## src/hdl/slf_pkg.sv

```systemverilog
// Shared types and constants for the SLIP frame receiver.
// No dependencies; every other file refers to it by scoped names.
package slf_pkg;

  // SLIP framing codes
  localparam logic [7:0] FEND  = 8'hC0;
  localparam logic [7:0] FESC  = 8'hDB;
  localparam logic [7:0] TFEND = 8'hDC;
  localparam logic [7:0] TFESC = 8'hDD;

  // command field
  localparam logic CMD_RX   = 1'b0;
  localparam logic CMD_READ = 1'b1;

  // result_kind field
  localparam logic KIND_FRAME = 1'b0;
  localparam logic KIND_READ  = 1'b1;

  localparam int LEN_W = 12;
  // queue address field covers the largest supported store (4096 entries)
  localparam int ADDR_W_MAX = 12;
  localparam logic [LEN_W-1:0] MIN_LEN_RESET = 12'd20;

  localparam int QUEUE_DEPTH = 4;
  localparam int QPTR_W = 2;
  localparam int QCNT_W = 3;

  typedef logic [LEN_W-1:0] len_t;
  typedef logic [ADDR_W_MAX-1:0] addr_t;

  typedef enum logic [1:0] {
    OP_WRITE = 2'd0,
    OP_READ  = 2'd1,
    OP_FRAME = 2'd2
  } op_t;

  // one request from the front to the back
  typedef struct packed {
    op_t        op;
    addr_t      addr;
    logic [7:0] data;
    len_t       length;
    logic       accepted;
    logic       in_range;
  } req_t;

endpackage

```

## src/hdl/slf_queue.sv

```systemverilog
// Short in-order request queue between front and back ends.
// Uses slf_pkg for the request type and depth.
module slf_queue (
  input  logic          clk,
  input  logic          rst,
  input  logic          push,
  input  slf_pkg::req_t push_req,
  output logic          full,
  input  logic          pop,
  output slf_pkg::req_t head,
  output logic          empty
);

  slf_pkg::req_t                  slots [slf_pkg::QUEUE_DEPTH];
  logic [slf_pkg::QPTR_W-1:0]     wr_ptr, rd_ptr;
  logic [slf_pkg::QCNT_W-1:0]     count;

  assign full  = (count == slf_pkg::QCNT_W'(slf_pkg::QUEUE_DEPTH));
  assign empty = (count == '0);
  assign head  = slots[rd_ptr];

  always_ff @(posedge clk) begin
    if (push) begin
      slots[wr_ptr] <= push_req;
    end
  end

  always_ff @(posedge clk) begin
    if (rst) begin
      wr_ptr <= '0;
      rd_ptr <= '0;
      count  <= '0;
    end else begin
      if (push) begin
        wr_ptr <= wr_ptr + slf_pkg::QPTR_W'(1);
      end
      if (pop) begin
        rd_ptr <= rd_ptr + slf_pkg::QPTR_W'(1);
      end
      if (push && !pop) begin
        count <= count + slf_pkg::QCNT_W'(1);
      end else if (pop && !push) begin
        count <= count - slf_pkg::QCNT_W'(1);
      end
    end
  end

  a_no_overflow: assert property (@(posedge clk) disable iff (rst)
    !(push && full))
    else $error("request pushed into full queue");

  a_no_underflow: assert property (@(posedge clk) disable iff (rst)
    !(pop && empty))
    else $error("request popped from empty queue");

  a_count_bound: assert property (@(posedge clk) disable iff (rst)
    count <= slf_pkg::QCNT_W'(slf_pkg::QUEUE_DEPTH))
    else $error("queue count beyond depth");

  a_count_step: assert property (@(posedge clk) disable iff (rst)
    (push && !pop) |=> (count == $past(count) + slf_pkg::QCNT_W'(1)))
    else $error("queue count did not follow push");

endmodule

```

## config.mk

```make
export PLATFORM = sky130hd
export DESIGN_NAME = slf_queue
export DESIGN_NICKNAME = d
export VERILOG_FILES = /design/src/hdl/slf_pkg.sv /design/src/hdl/slf_queue.sv
export SDC_FILE = /design/constraint.sdc
export NUM_CORES = 1
export LEC_CHECK = 0
export BUFFER_PORTS_ARGS = -buffer_cell sky130_fd_sc_hd__buf_2
export CORE_MARGIN = 5
export CORE_UTILIZATION = 45
export CTS_CLUSTER_SIZE = 25
export DETAILED_ROUTE_END_ITERATION = 7
export SYNTH_ARGS = -nofsm -noshare
export SYNTH_HDL_FRONTEND = slang
export SYNTH_SLANG_ARGS = --single-unit
```

## constraint.sdc

```tcl
create_clock -name clk -period 2.52 [get_ports clk]
set_clock_uncertainty 0.1 [all_clocks]
set_input_delay 0.378 -clock clk [delete_from_list [all_inputs] [get_ports clk]]
set_output_delay 0.378 -clock clk [all_outputs]
set_load 0.05 [all_outputs]
```

==> summary.txt <==
Timing
  • Max-slew headroom: 0.676
  • Max-slew violations: 0
  • Final Cycle Share: 0.954
  • Fmax: 416 MHz
  • Setup TNS: 0 ns
  • Slew @ Worst Pin: 0.486 ns
  • RSZ-0062 raised after global routing: no
  • Final setup violation count: 0
  • Endpoints failing hold: 0
  • Min cycle time layout: 2.40 ns

Routing
  • DR vias/cell: 4.93
  • Detailed Route Iter0 Violations: 211
  • Drt drc: 0
  • Drt wl/cell: 18.7 um
  • Routed vias: 2,540
  • Drt first pass iters: 4
  • Drt total wl: 9650 um
  • Antenna-violating nets left: 0

GRT
  • Vias in the first global route: 2,692
  • Initial antenna violation count: 0
  • Grt total ovfl: 0
  • Largest net degree at the start of global routing: 25
  • Overall Global Routing Usage: 0.141
  • First-pass GRT wire length: 15,000 um

Clocking
  • # H-tree levels: 4
  • Total CTS buffers: 17
  • Max Buffers Root-to-Sink: 2
  • CTS resizes: 0
  • Clk slew on worst S/H paths: 0.06 ns
  • Hold_buf cts: 0
  • CTS tree: built
  • Clock sinks: 153
  • Post-CTS setup buffer count: 0
  • Clock root buffer: clkbuf_16
  • Later-pin clock latency in the skew report: 0.41 ns

Synthesis
  • Synth Net Count: 278
  • Post-Synth Simple-Gate Area: 0.0130
  • Seq cells post-synth: 153
  • Post-synthesis mux area share: 0.150
  • Avg Cell Area, Syn: 24.5 um2
  • Synth Instances: 232
  • Synth Area in XOR/XNOR: 0.00771
  • Post-Synth Adder-Cell Area: 0.0145
  • Synth Warn #: 0
  • Largest family of logic cells by synthesized area: multiplexers
  • Synth cell types: 23
  • Post-synthesis compound-gate area fraction: 0.00176
  • Register area share after synthesis: 0.793
  • Cell Area, Synth: 5680 um2

Worst setup path
  • Largest delay share family, worst path: multiplexers
  • WP data arrival: 1.93 ns
  • Crit start category: flop
  • Critical path cell sequence: buf_4, mux4_1, buf_2
  • CP Buf/Inv Count: 2
  • Kind of critical path: reg2out
  • Reg2Reg Setup Slack: 0.83 ns
  • Critical Path RT: 2.04 ns
  • CP max stage cell: mux4_1
  • CP max FO: 17
  • Max incr delay on CP: 0.60 ns
  • Critical Path Sink Type: primary output

Floorplanning
  • Die area: 15,000 um2
  • Die Wd: 122 um
  • Initial Utilization: 0.454
  • Vert. Die Dim: 122 um
  • Core ar.: 12,500 um2
  • Row Count: 41
  • # IOs: 78

Power and ir drop
  • VDD IR-drop max: 0.466 mV
  • Pwr Density: 920 nW/um2
  • LEAKAGE: 2.41 nW
  • Power, Total: 0.00639 W

Cells and area
  • Layout area overhead: 22.3%
  • Layout cells sized above 1: 0.449
  • Cell area after layout: 6940 um2
  • Most frequent cells in the layout: 144 x edfxtp_1, 77 x buf_2, 30 x mux4_2, 17 x clkbuf_16
  • Fin nets: 376
  • Diode count: 0
  • Fill cells: 990
  • Commonest non-fill, non-tap cell in the layout: edfxtp_1

Placement
  • Port Buf Inserts: 77
  • Dpl hpwl: 6060 um
  • Placed cell area: 6320 um2
  • GP Congestion: 0.681

Status
  • Status: finished, final reports clean

Flow run
  • Number of max-cap violations: 0

Hold path
  • Hold Crit Class: in2reg
[layer usage]
layer | track usage | vias to the layer above | routed length (um)
li1 | - | 1166 | -
met4 | 0.0651 | 0 | 146
met5 | 0 | - | 0
met2 | 0.220 | 60 | 4840
met3 | 0.0479 | 11 | 497
met1 | 0.179 | 1303 | 4160
[report_power, final]
| group | total, W | internal [W] | leakage, nW | switching, W |
|---|---|---|---|---|
| Sequential | 0.00295 | 0.00292 | 1.40 | 0.0000369 |
| Clock | 0.00258 | 0.00164 | 0.293 | 0.000940 |
| Combinational | 0.000852 | 0.000269 | 0.719 | 0.000583 |
[worst paths after layout]
path              cells after the start        start     endpoint
setup reg to reg                      4    wr_ptr[1]  slots[1][7]
setup / recovery                      3         flop     head[32]
hold reg to reg                       2     count[2]     count[2]
hold / removal                        1  push_req[5]  slots[0][5]
[cells by family (layout without fill, tap and decap cells)]
kind of cell             Yosys count  count (layout)
flip-flops                       153             153
multiplexers                      38              38
AND/OR/NAND/NOR                   15              15
buffers and inverters             13             124
adder cells (fa/ha/maj)            6               6
XOR/XNOR                           5               5
AO/OA/AOI/OAI                      2               2
[synth_stat cells]
library cell    n  area [um2]
fa_1            1        20.0
buf_6           1        11.3
dfxtp_1         9         180
a21oi_1         1        5.00
mux2i_1         2        20.0
and2_1          4        25.0
buf_12          3        60.1
inv_1           4        15.0
mux4_1          6         158
nor2_1          7        26.3
clkbuf_2        1        5.00
ha_1            5        62.6
buf_2           3        15.0
clkbuf_1        1        3.75
xor2_1          3        26.3
or3_1           1        6.26
nand2_1         1        3.75
xnor2_1         2        17.5
nor3_1          1        5.00
nor3b_1         1        7.51
mux4_2         30         676
o21ai_0         1        5.00
edfxtp_1      144        4320
[state kept, by name, summed over array words and instances (netlist names), named ones only]
register / cells
rd_ptr: 2
slots: 144
wr_ptr: 2
count: 3
[per-stage QoR]
stage | instances | utilization | hold WS, ns | setup WS [ns]
6_report | 515 | 0.555 | 0.0758 | 0.115
4_1_cts | 515 | 0.555 | 0.0526 | 0.0569
3_5_place_dp | 483 | 0.505 | 0.400 | 0.512
2_1_floorplan | 232 | - | 0.366 | 0.540
3_3_place_gp | 483 | 0.505 | 0.390 | 0.526
5_1_grt | 515 | 0.555 | 0.0620 | 0.00476
[layout make-up]
type / instances / area, um2 / area share
Tap cell: 172 / 215 / 0.0310
Inverter: 4 / 15.0 / 0.00216
Timing Repair Buffer: 88 / 518 / 0.0746
Clock buffer: 22 / 474 / 0.0683
Sequential cell: 153 / 4510 / 0.649
Multi-Input combinational cell: 66 / 1070 / 0.154
Clock inverter: 10 / 144 / 0.0207
[worst register-to-register path, cell delays in order, from the launching register on]
cell and delay (ns):
dfxtp_1 0.34, inv_1 0.09, ha_1 0.13, and2_2 0.45, buf_4 0.28
Power figures use the tool's default switching activity.
