**config.mk**
```make
export PLATFORM = sky130hd
export DESIGN_NAME = slf_front
export DESIGN_NICKNAME = d
export VERILOG_FILES = /design/src/hdl/slf_pkg.sv /design/src/hdl/slf_front.sv
export SDC_FILE = /design/constraint.sdc
export NUM_CORES = 1
export LEC_CHECK = 0
export BUFFER_PORTS_ARGS = -buffer_cell sky130_fd_sc_hd__buf_2
export CORE_MARGIN = 2
export CORE_UTILIZATION = 25
export CTS_CLUSTER_DIAMETER = 150
export DETAILED_ROUTE_END_ITERATION = 12
export HOLD_SLACK_MARGIN = 0.08
export SYNTH_ARGS = -nofsm -noshare
export SYNTH_HDL_FRONTEND = slang
export SYNTH_SLANG_ARGS = --single-unit
```
**constraint.sdc**
```tcl
create_clock -name clk -period 1.5 [get_ports clk]
set_input_delay 0.075 -clock clk [delete_from_list [all_inputs] [get_ports clk]]
set_output_delay 0.075 -clock clk [all_outputs]
set_load 0.05 [all_outputs]
```
**src/hdl/slf_pkg.sv**
```systemverilog
// Shared types and constants for the SLIP frame receiver.
// No dependencies; every other file refers to it by scoped names.
package slf_pkg;

  // SLIP framing codes
  localparam logic [7:0] FEND  = 8'hC0;
  localparam logic [7:0] FESC  = 8'hDB;
  localparam logic [7:0] TFEND = 8'hDC;
  localparam logic [7:0] TFESC = 8'hDD;

  // command field
  localparam logic CMD_RX   = 1'b0;
  localparam logic CMD_READ = 1'b1;

  // result_kind field
  localparam logic KIND_FRAME = 1'b0;
  localparam logic KIND_READ  = 1'b1;

  localparam int LEN_W = 12;
  // queue address field covers the largest supported store (4096 entries)
  localparam int ADDR_W_MAX = 12;
  localparam logic [LEN_W-1:0] MIN_LEN_RESET = 12'd20;

  localparam int QUEUE_DEPTH = 4;
  localparam int QPTR_W = 2;
  localparam int QCNT_W = 3;

  typedef logic [LEN_W-1:0] len_t;
  typedef logic [ADDR_W_MAX-1:0] addr_t;

  typedef enum logic [1:0] {
    OP_WRITE = 2'd0,
    OP_READ  = 2'd1,
    OP_FRAME = 2'd2
  } op_t;

  // one request from the front to the back
  typedef struct packed {
    op_t        op;
    addr_t      addr;
    logic [7:0] data;
    len_t       length;
    logic       accepted;
    logic       in_range;
  } req_t;

endpackage

```
**src/hdl/slf_front.sv**
```systemverilog
// Front end: takes input items, undoes SLIP escaping, tracks the write position
// and the min_frame_len register, and posts requests. Uses slf_pkg.
module slf_front #(
  parameter int FRAME_CAPACITY = 2048
) (
  input  logic                clk,
  input  logic                rst,
  input  logic                in_valid,
  output logic                in_stall,
  input  logic                command,
  input  logic [7:0]          rx_byte,
  input  logic [10:0]         read_index,
  input  logic                cfg_valid,
  output logic                cfg_ready,
  input  logic [11:0]         cfg_data,
  output logic                push,
  output slf_pkg::req_t       push_req,
  input  logic                full
);

  localparam int PW = $clog2(FRAME_CAPACITY + 1);

  logic                escape_pending, escape_pending_next;
  logic [PW-1:0]       write_position, write_position_next;
  slf_pkg::len_t       min_frame_len;
  logic                accept;
  logic                do_store;
  logic [7:0]          byte_d;

  assign in_stall  = full;
  assign cfg_ready = 1'b1;
  assign accept    = in_valid && !full;

  always_comb begin
    escape_pending_next = escape_pending;
    write_position_next = write_position;
    push                = 1'b0;
    push_req            = '0;
    do_store            = 1'b0;
    byte_d              = rx_byte;
    if (accept) begin
      if (command == slf_pkg::CMD_READ) begin
        push              = 1'b1;
        push_req.op       = slf_pkg::OP_READ;
        push_req.addr     = slf_pkg::addr_t'({1'b0, read_index});
        push_req.in_range = ({21'b0, read_index} < 32'(FRAME_CAPACITY));
      end else if (escape_pending) begin
        escape_pending_next = 1'b0;
        do_store            = 1'b1;
        if (rx_byte == slf_pkg::TFEND) begin
          byte_d = slf_pkg::FEND;
        end else if (rx_byte == slf_pkg::TFESC) begin
          byte_d = slf_pkg::FESC;
        end
      end else if (rx_byte == slf_pkg::FEND) begin
        if (write_position != '0) begin
          push              = 1'b1;
          push_req.op       = slf_pkg::OP_FRAME;
          push_req.length   = slf_pkg::len_t'(write_position);
          push_req.accepted = (32'(write_position) >= 32'(min_frame_len));
        end
        write_position_next = '0;
      end else if (rx_byte == slf_pkg::FESC) begin
        escape_pending_next = 1'b1;
      end else begin
        do_store = 1'b1;
      end

      // full store: byte is dropped, length saturates
      if (do_store && (32'(write_position) < 32'(FRAME_CAPACITY))) begin
        push                = 1'b1;
        push_req.op         = slf_pkg::OP_WRITE;
        push_req.addr       = slf_pkg::addr_t'(write_position);
        push_req.data       = byte_d;
        write_position_next = write_position + PW'(1);
      end
    end
  end

  always_ff @(posedge clk) begin
    if (rst) begin
      escape_pending <= 1'b0;
      write_position <= '0;
      min_frame_len  <= slf_pkg::MIN_LEN_RESET;
    end else begin
      escape_pending <= escape_pending_next;
      write_position <= write_position_next;
      if (cfg_valid && cfg_ready) begin
        min_frame_len <= cfg_data;
      end
    end
  end

endmodule

```
==> impl_metrics.toml <==
[outcome]
status = "finished, violations left"
violations = "setup timing"

[sta]
clock.fmax_ghz = 0.4922
rsz0062_at_grt = "yes"
period_needed_ns = 2.032
setup_slack_ns = -0.5315
hold_viol = 0
fin_worst_skew_ns = 0.004297
final-setup-viol-count = 44
period_share_pct = 135.4
slew_violations = 0

[finish]
filler_cell_count = 672
n_antenna_cell = 0
area_growth_pct = 106.1
fin_area_sq_um = 4039
fin_nets = 458
final_util_pct = 52.81
regArea_sq_um = 518.0
multi_input_area_sq_um = 1688
final_common_cell = "buf_4"
layout_common_cells = "77 x buf_4, 39 x buf_2, 26 x buf_6, 22 x buf_8"
drive_above_1_share_pct = 62.32

[clocking]
clockBufferDepth = 2
clock_latency_ns = 0.28
cts.clk_slew.worst_paths_ns = 0.09
clkSinkCount = 25
cts_inserted_buffers = 3
cts_tree = "done"
cts_root_buf = "clkbuf_8"
htreeDepth = 1

[yosys]
yosysSeqAreaShare_pct = 25.54
synth-seq-cells = 25
yosys.area.top_type = "dfxtp_1"
synth_edf_count = 0
synthCells = 238
synth_top_area_share_pct = 25.54
yosys.cell_types.count = 53
synthTopCellsByArea = "dfxtp_1 26%, ha_1 8.9%, mux2i_1 7.2%, and3_1 5.1%, nor2_1 4.2%"
ys.flop_type = "dfxtp_1"
yosys_warnings = 0
synth_area_per_cell_sq_um = 8.233
async_reset_ff_share_pct = 0
synthesis.area_sq_um = 1959
synth_fp_nets = 289

[routing]
vias = 2441
detail_route.vias_per_cell = 4.805
detail-route-antenna-nets = 0
drt_iter0_drc = 128
drc = 0
firstDrtPassIters = 4
wl_per_cell_um = 15.08
wl_mm = 7.661

[floorplan]
die_area_sq_um = 8562
rows = 32
initial_core_util_pct = 25.62
fp.dieH_um = 92.53
die_w_um = 92.53
io_pins = 76
core-area_sq_um = 7647

[global_route]
antenna_found_initial = 0
grt_pass1_vias = 2415
grt_pass1_wl_mm = 11.45
grt_usage_pct = 16.48
grt_max_degree = 15
grt_overflow = 0

[place]
place_ws_ns = -0.4171
placed_area_sq_um = 2959
place_congestion = 0.8086
hpwl_mm = 5.104
port_buffers = 73

[worst_setup_path]
critPathRequiredTime_ns = 1.42
path_delay_family = "compound AO/OA/AOI/OAI gates"
cp_num_buf_inv = 2
slowest_stage = "dfxtp_2"
path_class = "flop to primary output"
critPathMaxStageDelay_ns = 0.37
path_cells = "inv_4, ha_4, nor2b_1, o21ai_1, a31oi_1, a211o_1, a311oi_4, buf_6"
worstPathArrival_ns = 1.96
path_max_fanout = 3
cp-start-kind = "flop"
crit_path_end_kind = "primary output"

[power]
cellPowerDensity_nw_per_um2 = 411.6
p_leak_nw = 1.908
peakVddDrop_mv = 0.2875

[worst_hold_path]
min_path_type = "input port to flop"

[run]
maxCapViolations = 0
[cells by family (layout without fill, tap and decap cells)]
| group | count (synthesis) | count (layout) | synth area share [%] |
|---|---|---|---|
| other | 2 | 2 | 0.3833 |
| adder cells (fa/ha/maj) | 14 | 14 | 8.940 |
| AO/OA/AOI/OAI | 45 | 45 | 18.07 |
| buffers and inverters | 35 | 203 | 9.067 |
| multiplexers | 14 | 14 | 7.152 |
| AND/OR/NAND/NOR | 103 | 103 | 30.84 |
| flip-flops | 25 | 25 | 25.54 |
[path summary, 6_finish.rpt]
check	slack, ns	to	start	cells past startpoint
worst max-delay path	-0.53	push_req[1]	write_position[0]	8
worst min-delay path	0.24	min_frame_len[4]	cfg_valid	3
worst max register to register	-0.14	write_position[8]	escape_pending	8
worst min register to register	0.55	write_position[5]	write_position[4]	2
[synth_stat cells (all sizes together) (4+ instances only)]
| master | count |
|---|---|
| a22o | 8 |
| nor4 | 5 |
| and2 | 5 |
| inv | 19 |
| clkbuf | 7 |
| ha | 14 |
| nand4 | 4 |
| nor2 | 24 |
| a21oi | 12 |
| and3 | 18 |
| nor3 | 4 |
| mux2i | 14 |
| nand3 | 8 |
| nand2 | 21 |
| a221o | 4 |
| buf | 9 |
| dfxtp | 25 |
[per-stage QoR]
stage               power (mW)  std cells  TNS [ns]  hold WS [ns]
global placement         1.130        461    -2.710        0.2980
floorplan               0.9603        238    -1.115        0.2054
finish                   1.662        508    -6.191        0.2373
CTS                      1.657        491    -5.443        0.2412
global route             1.739        508    -8.833        0.2652
detailed placement       1.141        461    -3.749        0.3027
[where the power goes]
group / leakage [nW] / total, mW / switching, mW / internal (mW)
sequential: 0.209 / 0.695 / 0.0128 / 0.682
clock: 0.0228 / 0.427 / 0.236 / 0.191
combinational: 1.68 / 0.541 / 0.280 / 0.260
total: 1.91 / 1.66 / 0.529 / 1.13
[sequential cells by signal, indices dropped and copies added, names as in the netlist]
signal,flops
escape_pending,1
min_frame_len,12
write_position,12
[worst min-delay path, delay by kind of cell]
| family | cells | cell delay, ns |
|---|---|---|
| buffers and inverters | 1 | 0.22 |
| and+or+nand+nor | 1 | 0.11 |
| AOI/OAI and AO/OA | 1 | 0.07 |
[what timing repair did]
item                                    CTS  global route
hold buffers                             13             0
endpoints found under the setup margin   40            43
cloned                                    1             1
endpoints found under the hold margin    13             0
pin swaps                                26            28
resized for setup                       116            64
setup buffers                            14            21
[per-layer routing]
metal,routed length (um),track usage (%)
met1,3220,20.04
met4,99,3.234
met3,401,2.116
met2,3940,30.90
met5,0,0
[layout make-up]
class | instances | area share (%)
Sequential cell | 25 | 12.83
Clock buffer | 4 | 1.115
Inverter | 19 | 1.828
Timing Repair Buffer | 180 | 39.28
Tap cell | 102 | 3.160
Multi-Input combinational cell | 178 | 41.79
(Power assumes the default switching activity.)
